$ cat src/hdl/json_string_unescape_utf8_unit_macros.svh
// Assertion macros shared by the JSON string unescaper RTL.
// No dependencies; included by the modules that carry assertions.
`ifndef JSON_STRING_UNESCAPE_UTF8_UNIT_MACROS_SVH
`define JSON_STRING_UNESCAPE_UTF8_UNIT_MACROS_SVH

// A property that must hold at every clock edge outside reset.
`define JSU_ASSERT(lbl, clk, rst_n, prop, msg) \
  lbl: assert property (@(posedge clk) disable iff (!rst_n) prop) else $error(msg);

// A condition that must never be seen outside reset.
`define JSU_NEVER(lbl, clk, rst_n, cond, msg) \
  lbl: assert property (@(posedge clk) disable iff (!rst_n) !(cond)) else $error(msg);

`endif

$ cat src/hdl/jsu_pkg.sv
// Types and codes shared by the JSON string unescaper modules.
// No dependencies.
`timescale 1ns / 1ps
`default_nettype none

package jsu_pkg;

  localparam int unsigned RUN_BYTES = 6;

  localparam logic [1:0] KIND_DATA  = 2'd0;
  localparam logic [1:0] KIND_CLOSE = 2'd1;
  localparam logic [1:0] KIND_ERROR = 2'd2;

  localparam logic [2:0] ERR_NONE         = 3'd0;
  localparam logic [2:0] ERR_NO_QUOTE     = 3'd1;
  localparam logic [2:0] ERR_UNTERMINATED = 3'd2;
  localparam logic [2:0] ERR_ESC_UNTERM   = 3'd3;
  localparam logic [2:0] ERR_BAD_ESCAPE   = 3'd4;
  localparam logic [2:0] ERR_UNI_TRUNC    = 3'd5;
  localparam logic [2:0] ERR_NON_HEX      = 3'd6;

  // What follows the data bytes of one run.
  typedef enum logic [1:0] {
    TAIL_NONE  = 2'd0,
    TAIL_CLOSE = 2'd1,
    TAIL_ERROR = 2'd2
  } tail_e;

  // All results caused by one request: data bytes, then an optional tail.
  typedef struct packed {
    logic [RUN_BYTES-1:0][7:0] bytes;
    logic [2:0]                ndata;
    tail_e                     tail;
    logic [2:0]                code;
  } run_t;

endpackage

`default_nettype wire

$ cat src/hdl/jsu_front.sv
// Front end of the JSON string unescaper: parses one request per cycle
// while the run queue has room into a run descriptor. Depends on jsu_pkg.
`timescale 1ns / 1ps
`default_nettype none

module jsu_front (
  input  wire logic        clk_i,
  input  wire logic        rst_ni,
  input  wire logic        in_valid_i,
  output logic             in_stall_o,
  input  wire logic [7:0]  in_byte_i,
  input  wire logic        end_of_text_i,
  input  wire logic        q_full_i,
  output logic             push_o,
  output jsu_pkg::run_t    run_o
);
  import jsu_pkg::*;

  typedef enum logic [10:0] {
    PH_IDLE   = 11'b000_0000_0001,
    PH_STR    = 11'b000_0000_0010,
    PH_ESC    = 11'b000_0000_0100,
    PH_HEX    = 11'b000_0000_1000,
    PH_HEXBAD = 11'b000_0001_0000,
    PH_HIGH   = 11'b000_0010_0000,
    PH_HIGHBS = 11'b000_0100_0000,
    PH_LOW    = 11'b000_1000_0000,
    PH_LOWBAD = 11'b001_0000_0000,
    PH_DONE   = 11'b010_0000_0000,
    PH_FAIL   = 11'b100_0000_0000
  } phase_e;

  localparam logic [7:0] CH_QUOTE = 8'h22;
  localparam logic [7:0] CH_BSL   = 8'h5c;
  localparam logic [7:0] CH_SLASH = 8'h2f;
  localparam logic [7:0] CH_B     = 8'h62;
  localparam logic [7:0] CH_F     = 8'h66;
  localparam logic [7:0] CH_N     = 8'h6e;
  localparam logic [7:0] CH_R     = 8'h72;
  localparam logic [7:0] CH_T     = 8'h74;
  localparam logic [7:0] CH_U     = 8'h75;

  typedef struct packed {
    logic       ok;
    logic [3:0] val;
  } hex_t;

  typedef struct packed {
    logic [2:0]      len;
    logic [2:0][7:0] b;
  } enc_t;

  function automatic hex_t hex_digit(input logic [7:0] c);
    hex_t h;
    h.ok  = 1'b1;
    h.val = 4'd0;
    if (c >= 8'h30 && c <= 8'h39) begin
      h.val = 4'(c - 8'h30);
    end else if (c >= 8'h61 && c <= 8'h66) begin
      h.val = 4'(c - 8'h57);
    end else if (c >= 8'h41 && c <= 8'h46) begin
      h.val = 4'(c - 8'h37);
    end else begin
      h.ok = 1'b0;
    end
    return h;
  endfunction

  // UTF-8 encoding of a code point in the basic plane.
  function automatic enc_t enc16(input logic [15:0] v);
    enc_t e;
    e = '0;
    if (v <= 16'h007f) begin
      e.len  = 3'd1;
      e.b[0] = {1'b0, v[6:0]};
    end else if (v <= 16'h07ff) begin
      e.len  = 3'd2;
      e.b[0] = {3'b110, v[10:6]};
      e.b[1] = {2'b10, v[5:0]};
    end else begin
      e.len  = 3'd3;
      e.b[0] = {4'b1110, v[15:12]};
      e.b[1] = {2'b10, v[11:6]};
      e.b[2] = {2'b10, v[5:0]};
    end
    return e;
  endfunction

  phase_e      phase_q, phase_d;
  logic [15:0] acc_q, acc_d;
  logic [1:0]  cnt_q, cnt_d;
  logic [15:0] hi_q, hi_d;

  logic            accept;
  hex_t            hd;
  logic [15:0]     acc_n;
  logic            bad;
  logic            low_ph;
  logic            str_step, esc_step, val_step, pair_step, emit_hi;
  logic            do_fail;
  logic [2:0]      fail_code;
  tail_e           tail;
  logic [2:0]      m_len;
  logic [3:0][7:0] m_bytes;
  enc_t            enc_v, enc_hi;
  logic [20:0]     cp_pair;
  logic [2:0]      nd;
  logic [RUN_BYTES-1:0][7:0] db;

  assign accept     = in_valid_i && !q_full_i;
  assign in_stall_o = q_full_i;

  assign hd      = hex_digit(in_byte_i);
  assign acc_n   = hd.ok ? {acc_q[11:0], hd.val} : acc_q;
  assign low_ph  = (phase_q == PH_LOW) || (phase_q == PH_LOWBAD);
  assign bad     = (phase_q == PH_HEXBAD) || (phase_q == PH_LOWBAD) || !hd.ok;
  assign enc_v   = enc16(acc_n);
  assign enc_hi  = enc16(hi_q);
  assign cp_pair = 21'h010000 + {1'b0, hi_q[9:0], acc_n[9:0]};

  always_comb begin
    phase_d   = phase_q;
    acc_d     = acc_q;
    cnt_d     = cnt_q;
    hi_d      = hi_q;
    str_step  = 1'b0;
    esc_step  = 1'b0;
    val_step  = 1'b0;
    pair_step = 1'b0;
    emit_hi   = 1'b0;
    do_fail   = 1'b0;
    fail_code = ERR_NONE;
    tail      = TAIL_NONE;
    m_len     = 3'd0;
    m_bytes   = '0;

    unique case (phase_q)
      PH_IDLE: begin
        if (in_byte_i == CH_QUOTE) begin
          phase_d = PH_STR;
        end else begin
          do_fail   = 1'b1;
          fail_code = ERR_NO_QUOTE;
        end
      end
      PH_STR: str_step = 1'b1;
      PH_ESC: esc_step = 1'b1;
      PH_HIGH: begin
        if (in_byte_i == CH_BSL) begin
          phase_d = PH_HIGHBS;
        end else begin
          emit_hi  = 1'b1;
          str_step = 1'b1;
        end
      end
      PH_HIGHBS: begin
        if (in_byte_i == CH_U) begin
          phase_d = PH_LOW;
          acc_d   = '0;
          cnt_d   = '0;
        end else begin
          emit_hi  = 1'b1;
          esc_step = 1'b1;
        end
      end
      PH_HEX, PH_HEXBAD, PH_LOW, PH_LOWBAD: begin
        if (cnt_q == 2'd3) begin
          acc_d = '0;
          cnt_d = '0;
          if (bad) begin
            do_fail   = 1'b1;
            fail_code = ERR_NON_HEX;
          end else if (low_ph && acc_n >= 16'hdc00 && acc_n <= 16'hdfff) begin
            pair_step = 1'b1;
          end else begin
            // A second escape that is no low surrogate releases the held one.
            emit_hi  = low_ph;
            val_step = 1'b1;
          end
        end else begin
          acc_d = acc_n;
          cnt_d = cnt_q + 2'd1;
          if (low_ph) begin
            phase_d = bad ? PH_LOWBAD : PH_LOW;
          end else begin
            phase_d = bad ? PH_HEXBAD : PH_HEX;
          end
        end
      end
      default: ;
    endcase

    if (str_step) begin
      if (in_byte_i == CH_QUOTE) begin
        tail    = TAIL_CLOSE;
        phase_d = PH_DONE;
      end else if (in_byte_i == CH_BSL) begin
        phase_d = PH_ESC;
      end else begin
        m_len      = 3'd1;
        m_bytes[0] = in_byte_i;
        phase_d    = PH_STR;
      end
    end

    if (esc_step) begin
      phase_d = PH_STR;
      m_len   = 3'd1;
      unique case (in_byte_i)
        CH_QUOTE: m_bytes[0] = CH_QUOTE;
        CH_BSL:   m_bytes[0] = CH_BSL;
        CH_SLASH: m_bytes[0] = CH_SLASH;
        CH_B:     m_bytes[0] = 8'h08;
        CH_F:     m_bytes[0] = 8'h0c;
        CH_N:     m_bytes[0] = 8'h0a;
        CH_R:     m_bytes[0] = 8'h0d;
        CH_T:     m_bytes[0] = 8'h09;
        CH_U: begin
          m_len   = 3'd0;
          phase_d = PH_HEX;
          acc_d   = '0;
          cnt_d   = '0;
        end
        default: begin
          m_len     = 3'd0;
          do_fail   = 1'b1;
          fail_code = ERR_BAD_ESCAPE;
        end
      endcase
    end

    if (val_step) begin
      if (acc_n >= 16'hd800 && acc_n <= 16'hdbff) begin
        hi_d    = acc_n;
        phase_d = PH_HIGH;
      end else begin
        m_len        = enc_v.len;
        m_bytes[2:0] = enc_v.b;
        phase_d      = PH_STR;
      end
    end

    if (pair_step) begin
      m_len      = 3'd4;
      m_bytes[0] = {5'b11110, cp_pair[20:18]};
      m_bytes[1] = {2'b10, cp_pair[17:12]};
      m_bytes[2] = {2'b10, cp_pair[11:6]};
      m_bytes[3] = {2'b10, cp_pair[5:0]};
      phase_d    = PH_STR;
    end

    if (do_fail) begin
      phase_d = PH_FAIL;
    end

    if (end_of_text_i) begin
      unique case (phase_d)
        PH_STR, PH_HIGH: begin
          do_fail   = 1'b1;
          fail_code = ERR_UNTERMINATED;
        end
        PH_ESC, PH_HIGHBS: begin
          do_fail   = 1'b1;
          fail_code = ERR_ESC_UNTERM;
        end
        PH_HEX, PH_HEXBAD, PH_LOW, PH_LOWBAD: begin
          do_fail   = 1'b1;
          fail_code = ERR_UNI_TRUNC;
        end
        default: ;
      endcase
      phase_d = PH_IDLE;
      acc_d   = '0;
      cnt_d   = '0;
      hi_d    = '0;
    end
  end

  // Pack the released high surrogate ahead of the bytes of this request.
  always_comb begin
    db = '0;
    if (emit_hi) begin
      db[2:0] = enc_hi.b;
      db[5:3] = m_bytes[2:0];
      nd      = 3'd3 + m_len;
    end else begin
      db[3:0] = m_bytes;
      nd      = m_len;
    end
    run_o.bytes = db;
    run_o.ndata = do_fail ? 3'd0 : nd;
    run_o.tail  = do_fail ? TAIL_ERROR : tail;
    run_o.code  = do_fail ? fail_code : ERR_NONE;
  end

  assign push_o = accept && (do_fail || nd != 3'd0 || tail != TAIL_NONE);

  always_ff @(posedge clk_i or negedge rst_ni) begin
    if (!rst_ni) begin
      phase_q <= PH_IDLE;
      acc_q   <= '0;
      cnt_q   <= '0;
      hi_q    <= '0;
    end else if (accept) begin
      phase_q <= phase_d;
      acc_q   <= acc_d;
      cnt_q   <= cnt_d;
      hi_q    <= hi_d;
    end
  end

endmodule

`default_nettype wire

$ cat src/hdl/jsu_queue.sv
// Run descriptor queue between the parser and the result serialiser.
// Depends on jsu_pkg.
`timescale 1ns / 1ps
`default_nettype none

module jsu_queue #(
  parameter int unsigned DEPTH = 4
) (
  input  wire logic     clk_i,
  input  wire logic     rst_ni,
  input  wire logic     push_i,
  input  jsu_pkg::run_t data_i,
  output logic          full_o,
  input  wire logic     pop_i,
  output logic          valid_o,
  output jsu_pkg::run_t data_o
);
  import jsu_pkg::*;

  localparam int unsigned AW = (DEPTH > 1) ? $clog2(DEPTH) : 1;
  localparam int unsigned CW = $clog2(DEPTH + 1);

  run_t          mem_q [DEPTH];
  logic [AW-1:0] wr_q, rd_q;
  logic [CW-1:0] cnt_q;

  function automatic logic [AW-1:0] wrap_inc(input logic [AW-1:0] p);
    return (p == AW'(DEPTH - 1)) ? '0 : p + AW'(1);
  endfunction

  assign full_o  = (cnt_q == CW'(DEPTH));
  assign valid_o = (cnt_q != '0);
  assign data_o  = mem_q[rd_q];

  always_ff @(posedge clk_i) begin
    if (push_i) begin
      mem_q[wr_q] <= data_i;
    end
  end

  always_ff @(posedge clk_i or negedge rst_ni) begin
    if (!rst_ni) begin
      wr_q  <= '0;
      rd_q  <= '0;
      cnt_q <= '0;
    end else begin
      if (push_i) begin
        wr_q <= wrap_inc(wr_q);
      end
      if (pop_i) begin
        rd_q <= wrap_inc(rd_q);
      end
      unique case ({push_i, pop_i})
        2'b10:   cnt_q <= cnt_q + CW'(1);
        2'b01:   cnt_q <= cnt_q - CW'(1);
        default: cnt_q <= cnt_q;
      endcase
    end
  end

endmodule

`default_nettype wire

$ cat src/hdl/jsu_back.sv
// Back end of the JSON string unescaper: plays out one run descriptor as
// single results on the output channel. Depends on jsu_pkg and the macros.
`timescale 1ns / 1ps
`default_nettype none

`include "json_string_unescape_utf8_unit_macros.svh"

module jsu_back (
  input  wire logic        clk_i,
  input  wire logic        rst_ni,
  input  wire logic        q_valid_i,
  input  jsu_pkg::run_t    q_data_i,
  output logic             pop_o,
  output logic             out_valid_o,
  input  wire logic        out_stall_i,
  output logic [7:0]       out_byte_o,
  output logic [1:0]       kind_o,
  output logic [2:0]       error_code_o,
  output logic             last_of_run_o
);
  import jsu_pkg::*;

  run_t       cur_q;
  logic [2:0] idx_q;
  logic       busy_q;

  logic [2:0] total;
  logic       data_sel;
  logic       out_acc;

  assign total    = cur_q.ndata + {2'b00, (cur_q.tail != TAIL_NONE)};
  assign data_sel = (idx_q < cur_q.ndata);
  assign out_acc  = busy_q && !out_stall_i;

  assign out_valid_o   = busy_q;
  assign last_of_run_o = (idx_q == total - 3'd1);
  assign out_byte_o    = data_sel ? cur_q.bytes[idx_q] : 8'h00;
  assign error_code_o  = data_sel ? ERR_NONE : cur_q.code;

  always_comb begin
    if (data_sel) begin
      kind_o = KIND_DATA;
    end else if (cur_q.tail == TAIL_ERROR) begin
      kind_o = KIND_ERROR;
    end else begin
      kind_o = KIND_CLOSE;
    end
  end

  // The next run is taken in the cycle in which the last result of the
  // current one leaves, so runs follow without a gap.
  assign pop_o = q_valid_i && (!busy_q || (out_acc && last_of_run_o));

  always_ff @(posedge clk_i) begin
    if (pop_o) begin
      cur_q <= q_data_i;
    end
  end

  always_ff @(posedge clk_i or negedge rst_ni) begin
    if (!rst_ni) begin
      busy_q <= 1'b0;
      idx_q  <= '0;
    end else if (pop_o) begin
      busy_q <= 1'b1;
      idx_q  <= '0;
    end else if (out_acc) begin
      if (last_of_run_o) begin
        busy_q <= 1'b0;
      end else begin
        idx_q <= idx_q + 3'd1;
      end
    end
  end

  `JSU_ASSERT(a_tail_is_last, clk_i, rst_ni, (out_valid_o && kind_o != KIND_DATA) |-> last_of_run_o, "close or error result is not the last of its run")
  `JSU_NEVER(a_tail_byte_zero, clk_i, rst_ni, out_valid_o && kind_o != KIND_DATA && out_byte_o != 8'h00, "non-data result carries a byte")
  `JSU_NEVER(a_code_only_on_error, clk_i, rst_ni, out_valid_o && kind_o != KIND_ERROR && error_code_o != ERR_NONE, "error code outside an error result")
  `JSU_ASSERT(a_run_continues, clk_i, rst_ni, (out_valid_o && !out_stall_i && !last_of_run_o) |=> out_valid_o, "run broke off before its last result")

endmodule

`default_nettype wire

$ cat src/hdl/json_string_unescape_utf8_unit.sv
// Top level of the JSON string unescaper with UTF-8 output.
// Depends on jsu_pkg, jsu_front, jsu_queue and jsu_back.
//
//  Channel  Direction  Handshake                Payload
//  in       input      in_valid_i / in_stall_o  in_byte_i, end_of_text_i
//  out      output     out_valid_o/out_stall_i  out_byte_o, kind_o, error_code_o,
//                                               last_of_run_o
//
// A request is taken every cycle while the run queue has room; the parser
// turns any byte into its run descriptor combinationally. The serialiser gives
// one result per cycle while the output is not stalled, and the results of
// a request leave one after another. With the serialiser idle, the first result
// of a request passes the queue entry and the serialiser's run register first.
// Reset clears the parser, queue pointers and serialiser at once; no sweep.
// An output stall backs up through the QUEUE_DEPTH-entry queue to in_stall_o.
`timescale 1ns / 1ps
`default_nettype none

module json_string_unescape_utf8_unit #(
  parameter int unsigned QUEUE_DEPTH = 4
) (
  input  wire logic       clk_i,
  input  wire logic       rst_ni,
  input  wire logic       in_valid_i,
  output logic            in_stall_o,
  input  wire logic [7:0] in_byte_i,
  input  wire logic       end_of_text_i,
  output logic            out_valid_o,
  input  wire logic       out_stall_i,
  output logic [7:0]      out_byte_o,
  output logic [1:0]      kind_o,
  output logic [2:0]      error_code_o,
  output logic            last_of_run_o
);
  import jsu_pkg::*;

  logic q_full, q_push, q_pop, q_valid;
  run_t run_in, run_out;

  jsu_front u_front (
    .clk_i         (clk_i),
    .rst_ni        (rst_ni),
    .in_valid_i    (in_valid_i),
    .in_stall_o    (in_stall_o),
    .in_byte_i     (in_byte_i),
    .end_of_text_i (end_of_text_i),
    .q_full_i      (q_full),
    .push_o        (q_push),
    .run_o         (run_in)
  );

  jsu_queue #(
    .DEPTH (QUEUE_DEPTH)
  ) u_queue (
    .clk_i   (clk_i),
    .rst_ni  (rst_ni),
    .push_i  (q_push),
    .data_i  (run_in),
    .full_o  (q_full),
    .pop_i   (q_pop),
    .valid_o (q_valid),
    .data_o  (run_out)
  );

  jsu_back u_back (
    .clk_i         (clk_i),
    .rst_ni        (rst_ni),
    .q_valid_i     (q_valid),
    .q_data_i      (run_out),
    .pop_o         (q_pop),
    .out_valid_o   (out_valid_o),
    .out_stall_i   (out_stall_i),
    .out_byte_o    (out_byte_o),
    .kind_o        (kind_o),
    .error_code_o  (error_code_o),
    .last_of_run_o (last_of_run_o)
  );

endmodule

`default_nettype wire

$ cat config.mk
export PLATFORM = sky130hd
export DESIGN_NAME = json_string_unescape_utf8_unit
export DESIGN_NICKNAME = d
export VERILOG_FILES = /design/src/hdl/jsu_pkg.sv /design/src/hdl/jsu_front.sv /design/src/hdl/jsu_queue.sv /design/src/hdl/jsu_back.sv /design/src/hdl/json_string_unescape_utf8_unit.sv
export VERILOG_INCLUDE_DIRS = /design/src /design/src/hdl
export SDC_FILE = /design/constraint.sdc
export NUM_CORES = 1
export LEC_CHECK = 0
export ABC_AREA = 0
export BUFFER_PORTS_ARGS = -buffer_cell sky130_fd_sc_hd__buf_2
export CAP_MARGIN = 30
export CORE_MARGIN = 2
export CORE_UTILIZATION = 40
export DETAILED_ROUTE_END_ITERATION = 12
export GPL_TIMING_DRIVEN = 0
export SYNTH_ARGS = -nofsm -noshare
export SYNTH_HDL_FRONTEND = slang
export SYNTH_SLANG_ARGS = --single-unit
$ cat constraint.sdc
create_clock -name clk_i -period 23.4 [get_ports clk_i]
set_clock_uncertainty 0.05 [all_clocks]
set_input_delay 1.17 -clock clk_i [delete_from_list [all_inputs] [get_ports clk_i]]
set_output_delay 1.17 -clock clk_i [all_outputs]
set_load 0.05 [all_outputs]
## Yosys cells after proc, flatten, opt, wreduce, memory -nomap -nowiden

Memories as Yosys holds them, arrays and structs flattened. A register that Yosys moved wholly into a read port is not among the register bits.
Cells that the tools add are included.

- Bits in registers: 56
- Bits in latches: 0
- Memory bits (writable): 224
- Memory bits (read-only): 0
- Bits of input ports: 13
- Output and inout port bits: 16
- Word-level logic and storage cells: 237
- Memories: 1

- Add/subtract/negate cells: 13
- Multipliers: 0
- Divide/modulo/power cells: 0
- $lt $le $gt $ge: 16
- Eq/ne operators: 35
- Shift operators: 0
- Muxes and demuxes: 123
- Bitwise gates (word level): 0
- Reduce and logical (&&, ||, !) cells: 40

Memory list:

| name | words | width | rd ports | clocked after Yosys merged registers in | write ports | line | RTL |
|---|---|---|---|---|---|---|---|
| u_queue.mem_q | 4 | 56 | 1 | 1 | 1 | jsu_queue.sv:23 | `run_t mem_q [DEPTH];` |

Operators by type and width:

| operator | number |
|---|---|
| 2-to-1 mux 16 bit | 12 |
| 2-to-1 mux 11 bit | 12 |
| 2-to-1 mux 8 bit | 10 |
| 2-to-1 mux 32 bit | 2 |
| case mux 8 bit (8 select lines) | 1 |
| 2-to-1 mux 3 bit | 19 |
| == test 8 x 7 -> 1 bit, second input constant | 7 |
| 2-to-1 mux 24 bit | 2 |
| case mux 11 bit (4 select lines) | 1 |
| 2-to-1 mux 1 bit | 33 |
| greater-or-equal comparator 16 bit, second input constant | 2 |
| less-or-equal comparator 16 x 11 -> 1 bit, second input constant | 2 |
| less-or-equal comparator 16 bit, second input constant | 2 |
| less-or-equal comparator 16 x 7 -> 1 bit, second input constant | 2 |
| case mux 16 bit (2 select lines) | 1 |
| 2-to-1 mux 14 bit | 2 |
| binary-select mux 8 bit (select 3 bit) | 1 |
| 2-to-1 mux 2 bit | 12 |
| == test 11 x 2 -> 1 bit, second input constant | 2 |
| == test 11 x 3 -> 1 bit, second input constant | 2 |
| == test 11 x 4 -> 1 bit, second input constant | 2 |
| == test 11 x 5 -> 1 bit, second input constant | 2 |
| == test 11 x 6 -> 1 bit, second input constant | 2 |
| == test 11 x 7 -> 1 bit, second input constant | 2 |
| other kinds (43) | 92 |

## Longest topological paths before layout

- Depth in word-level cells: 25
- Mapped depth: 22

## Hierarchy

From an unflattened synthesis, not the netlist that was laid out.

- Cell total of the unflattened synthesis: 1087
- Area total of the unflattened synthesis: 15663.8 um^2

By module, submodules not included:

| module | instances | cells each | area an instance (um^2) |
|---|---|---|---|
| jsu_queue | 1 | 328 | 8516.9 |
| jsu_front | 1 | 622 | 4662.0 |
| jsu_back | 1 | 137 | 2484.9 |

## Worst setup path before layout

Ideal clock, no wire load.

- Path kind: input-to-reg
- Start point: input in_byte_i[0]
- End point: memory u_queue.mem_q[0][0] in the netlist's numbering (enable)
- Library setup time: 0.540 ns
- Data arrival time: 7.980 ns
- Data required time: 22.810 ns
- Setup slack: 14.830 ns
- Stages: 17
- Buffers on the path: 2
- Path through: inv_1 ha_1 or3b_2 o311ai_1 nand2_1 nand2_1 a21o_1 clkbuf_1 o21a_1 buf_2 inv_1 ha_1 and2_1 and3_1 o21ai_0 nor3_2 a211oi_1

- Longest elaborated chain between the ends: 25
- Elaborated cells between the ends (all ways): 112
- Those cells by class: add/sub (4); order compare (12); eq/ne (17); mux (63); reduce/logical (16)

Ends and longest elaborated chain:

| what | line | RTL |
|---|---|---|
| start: declaration | json_string_unescape_utf8_unit.sv:26 | `input wire logic [7:0] in_byte_i,` |
| greater-or-equal comparator 8 x 7 -> 1 bit / less-or-equal comparator 8 x 7 -> 1 bit (equally long branches) | jsu_front.sv:61 | `end else if (c >= 8'h41 && c <= 8'h46) begin` |
| logical AND 1 bit | jsu_front.sv:61 |  |
| 2-to-1 mux 4 bit / 2-to-1 mux 1 bit (equally long branches) | jsu_front.sv:61 |  |
| 2-to-1 mux 4 bit / 2-to-1 mux 1 bit (equally long branches) | jsu_front.sv:59 | `end else if (c >= 8'h61 && c <= 8'h66) begin` |
| 2-to-1 mux 4 bit / 2-to-1 mux 1 bit (equally long branches) | jsu_front.sv:57 | `if (c >= 8'h30 && c <= 8'h39) begin` |
| 2-to-1 mux 16 bit / zero test 1 bit (equally long branches) | jsu_front.sv:114, jsu_front.sv:116 |  |
| greater-or-equal comparator 16 bit / logical OR 1 bit (equally long branches) | jsu_front.sv:173, jsu_front.sv:116 |  |
| logical AND 1 bit, or another cell as far along | jsu_front.sv:173 | `end else if (low_ph && acc_n >= 16'hdc00 && acc_n <= 16'hdfff) begin` |
| (+9 left out) | -- |  |
| OR reduction 8 bit (no line) | -- |  |
| 2-to-1 mux 1 bit | jsu_front.sv:257 | `unique case (phase_d)` |
| 2-to-1 mux 1 bit | jsu_front.sv:256 | `if (end_of_text_i) begin` |
| logical OR 1 bit | jsu_front.sv:296 | `assign push_o = accept && (do_fail \|\| nd != 3'd0 \|\| tail != TAIL_NONE);` |
| logical OR 1 bit (*) | jsu_front.sv:296 |  |
| logical AND 1 bit (*) | jsu_front.sv:296 |  |
| 2-to-1 mux 1 bit (*) | jsu_queue.sv:36 | `if (push_i) begin` |
| 2-to-1 mux 1 bit (not written as such) (*) | jsu_queue.sv:37 | `mem_q[wr_q] <= data_i;` |
| end: declaration | jsu_queue.sv:23 |  |

Mark *: on every way between the ends. The rest lies on a longest branch, timed or not.

## Worst setup path in the final report

- Start point: input in_byte_i[0]
- End point: memory u_queue.mem_q[2][17] in the netlist's numbering (enable)

Same word-level chain as after synthesis.

==> key figures <==
Synthesis
  • Compound-Gate Fraction of Synth Area: a little over a tenth
  • Number of synthesized register bits: 316
  • Largest family of logic cells by synthesized area: simple AND/OR/NAND/NOR gates
  • Synth unique cells: between 80 and 90
  • Synth Area in Adders: 1.75%
  • Most used DFF post-synth: edfxtp_1
  • Yosys top cell area share: 53.0%
  • Post-Syn Nets: 1,114
  • Synth area leader: edfxtp_1
  • Synth Area in XOR/XNOR: 1.07%
  • Synth Cell Area: 14,700 sq um
  • Mapped Avg Cell Area: ~14 sq um
  • Synth top area cells: edfxtp_1 53%, dfrtp_1 9.3%, mux4_2 9.0%
  • Multiplexer area fraction after synthesis: 10.5%
  • Synth Area in Simple Gates: 11.2%
  • Cells after synthesis: between 1,000 and 1,500
  • Post-synth EDFFs: between 200 and 300
  • Sequential area share after synthesis: between 60% and 70%
  • Async set or reset register ratio after synthesis: roughly 18%
  • Yosys Warn Count: 0

Clocking
  • Reg clk slew, reported paths: roughly 0.060 ns
  • CTS Root Cell: clkbuf_16
  • Clock sink count: between 300 and 400
  • Cts bufs inserted: 36
  • Quantity of gates resized following cts: 0
  • Skew-Pair Late Insertion Delay: 0.53 ns
  • Post-CTS Setup Repair Bufs: 0
  • CTS Buffer Depth: 3
  • CTS tree: built
  • H-tree Lvls: 2
  • CTS Hold Bufs: 0

Detailed routing
  • WL/cell: 22.5 um
  • Routed WL: approximately 37,000 um
  • Drt via density: 5.73
  • DRT Pass-1 Iters: 5
  • Iter 0 DRT Violations: 934
  • DR DRC count: 0
  • DR vias: ~9,500
  • Final antenna-violating net count: 0

Finish
  • Final Instance Area: 17,100 sq um
  • Diodes inserted: 0
  • Final #Nets: 1,199
  • Share of cells above drive strength 1: 17.3%
  • P&R area growth vs syn: 15.9%
  • Filler cell count: roughly 3,200

Setup path
  • CP required: 23.57 ns
  • Critical path arrival: approximately 6.6 ns
  • Crit path buf inv count: 7
  • Crit path cell chain: buf_2, inv_1, ha_1, nor2b_1, o311ai_1, nand2_1, nand2_1, a21o_1, clkbuf_1, o21a_1, buf_2, inv_1, ha_1, and2_1, and3_1, o21ai_0, nor3_2, a211oi_4, buf_8, buf_16
  • CP max-delay cell: a211oi_4
  • CP startpoint kind: input port
  • CP max FO: 15
  • CP Class: in -> reg
  • Largest delay share family, worst path: compound AO/OA/AOI/OAI gates
  • Crit end category: flop
  • Largest stage delay on the critical path: 0.83 ns

Min path
  • HP Class: reg -> reg

Power
  • VDD IR-drop max: 0.0527 mV
  • Leak: just under 6 nW
  • P per Cell Area: 106 nW/um^2
  • Tot Pwr: 1.80 mW

Global route
  • Gr ovfl total: 0
  • Initial antenna violation count: 0
  • Largest net degree at the start of global routing: 57
  • First-pass GRT wire length: 58,100 um
  • Vias in the first global route: 9,646
  • GRT Total Usage: around 20%

Floorplanning
  • Chip height: between 150 and 200 um
  • Core footprint: around 36,000 sq um
  • Initial Utilization: 40.5%
  • Chip width: 196 um
  • Die area: about 38,000 sq um
  • Rows: 70
  • IO Count: 29

STA
  • RSZ-0062 raised after global routing: no
  • Max Clock Freq: 0.155 GHz
  • Final min period: 6.45 ns
  • Slew at the pin closest to its max-slew limit: slightly above 0.9 ns
  • Final Setup Violations: 0
  • Setup TNS: 0 ns
  • Post-route clock period utilization: 27.6%
  • Slew Viols, Final: 0
  • Relative max-transition margin: 37.7%
  • Final setup margin: 16.95 ns
  • Final hold violation count: 0

Run status
  • Status: completed

Placement
  • Final HPWL from detailed placement: 26,700 um
  • Port Buffers: 27
  • RD Place Congestion: 0.905
  • Pre-CTS setup slack: 16.47 ns
  • Placed inst area: 15,900 sq um

Run
  • Max-cap viol count: 0
-- path summary, 6_finish.rpt --
check / from / to / slack, ns / depth (start not counted)
setup / recovery: in_byte_i[0] / u_queue.mem_q[2][17]$_DFFE_PP_ / 16.95 / 20
hold / removal: u_queue.cnt_q[2]$_DFFE_PN0P_ / u_queue.cnt_q[2]$_DFFE_PN0P_ / 0.43 / 1
setup reg to reg: u_front.phase_q[8]$_DFFE_PN0P_ / u_queue.mem_q[2][17]$_DFFE_PP_ / 17.83 / 16
hold reg to reg: u_queue.cnt_q[2]$_DFFE_PN0P_ / u_queue.cnt_q[2]$_DFFE_PN0P_ / 0.43 / 1
max in group asynchronous: rst_ni / u_queue.rd_q[0]$_DFFE_PN0P_ / 22.06 / 1
min in group asynchronous: rst_ni / u_front.acc_q[14]$_DFFE_PN0P_ / 0.69 / 1
-- synthesized netlist by cell type (all sizes together), types with 10 or more instances --
library cell and count:
dfrtp 55, xor2 11, nand2 112, nor3 24, nand3 18, a21oi 48
and2 15, inv 24, buf 13, nand4 12, a22oi 13, mux4 59
mux2i 13, and3 10, ha 19, nor2 63, o21ai 78, clkbuf 48
nor2b 10, nor4 10, edfxtp 260
-- power breakdown --
group	switching [mW]	leakage (nW)	internal (mW)
registers	0.0274	3.16	0.704
logic	0.311	2.22	0.204
clock network	0.226	0.574	0.332
total	0.564	5.96	1.24
-- per-stage QoR --
step                utilization, %  instances  hold WS (ns)
floorplan                        -       1081         0.397
global placement              42.4       1576         0.414
detailed placement            43.6       1595         0.426
CTS                           46.9       1659         0.436
global route                  46.9       1660         0.461
finish                        46.9       1660         0.433
-- final cells by class --
class | count | area (sq um) | area share, %
Sequential cell | 316 | 9210 | 53.9
Multi-Input combinational cell | 680 | 5250 | 30.7
Clock buffer | 45 | 975 | 5.70
Tap cell | 468 | 586 | 3.43
Timing Repair Buffer | 47 | 527 | 3.08
Buffer | 61 | 244 | 1.43
Clock inverter | 19 | 210 | 1.23
Inverter | 24 | 90.1 | 0.527
-- routing by layer --
metal / global-route usage [%] / part of all wire [%] / up-vias
met5: 0 / 0 / -
met4: 5.86 / 2.6 / 0
met3: 3.03 / 4.3 / 68
met2: 32.2 / 48 / 250
met1: 27.7 / 45 / 4813
li1: - / - / 4377
-- state kept, by name (all words and copies together), names as in the netlist --
| name | cells |
|---|---|
| u_queue.wr_q | 2 |
| u_front.cnt_q | 2 |
| u_front.acc_q | 16 |
| u_back.out_valid_o | 1 |
| u_queue.mem_q | 208 |
| u_front.hi_q | 16 |
| u_front.phase_q | 11 |
| u_back.idx_q | 3 |
| u_back.cur_q | 52 |
| u_queue.rd_q | 2 |
| u_queue.cnt_q | 3 |
-- layout by cell type, fill, tap and decap left out, types with 10 or more instances in the layout --
cell type / synthesis / layout
and2_1: 15 / 15
ha_1: 19 / 19
xor2_1: 11 / 11
nand4_1: 12 / 12
clkbuf_16: 0 / 36
buf_2: 6 / 32
mux2i_1: 13 / 13
buf_8: 0 / 11
dfrtp_1: 55 / 55
nand2_1: 112 / 112
nor2b_1: 10 / 10
mux4_2: 59 / 59
a22oi_1: 13 / 13
and3_1: 10 / 10
a21oi_1: 47 / 47
clkbuf_1: 48 / 53
nand3_1: 18 / 18
inv_1: 23 / 22
nor3_1: 22 / 22
edfxtp_1: 260 / 260
o21ai_0: 74 / 74
nor2_1: 63 / 63
-- cell families after synthesis --
group,Yosys count
and+or+nand+nor,324
xor gates and xnor gates,18
buffers and inverters,85
AOI/OAI and AO/OA,238
muxes,80
adders and majority gates,20
DFF,316
Note: power is estimated with default switching activity, not from simulation.
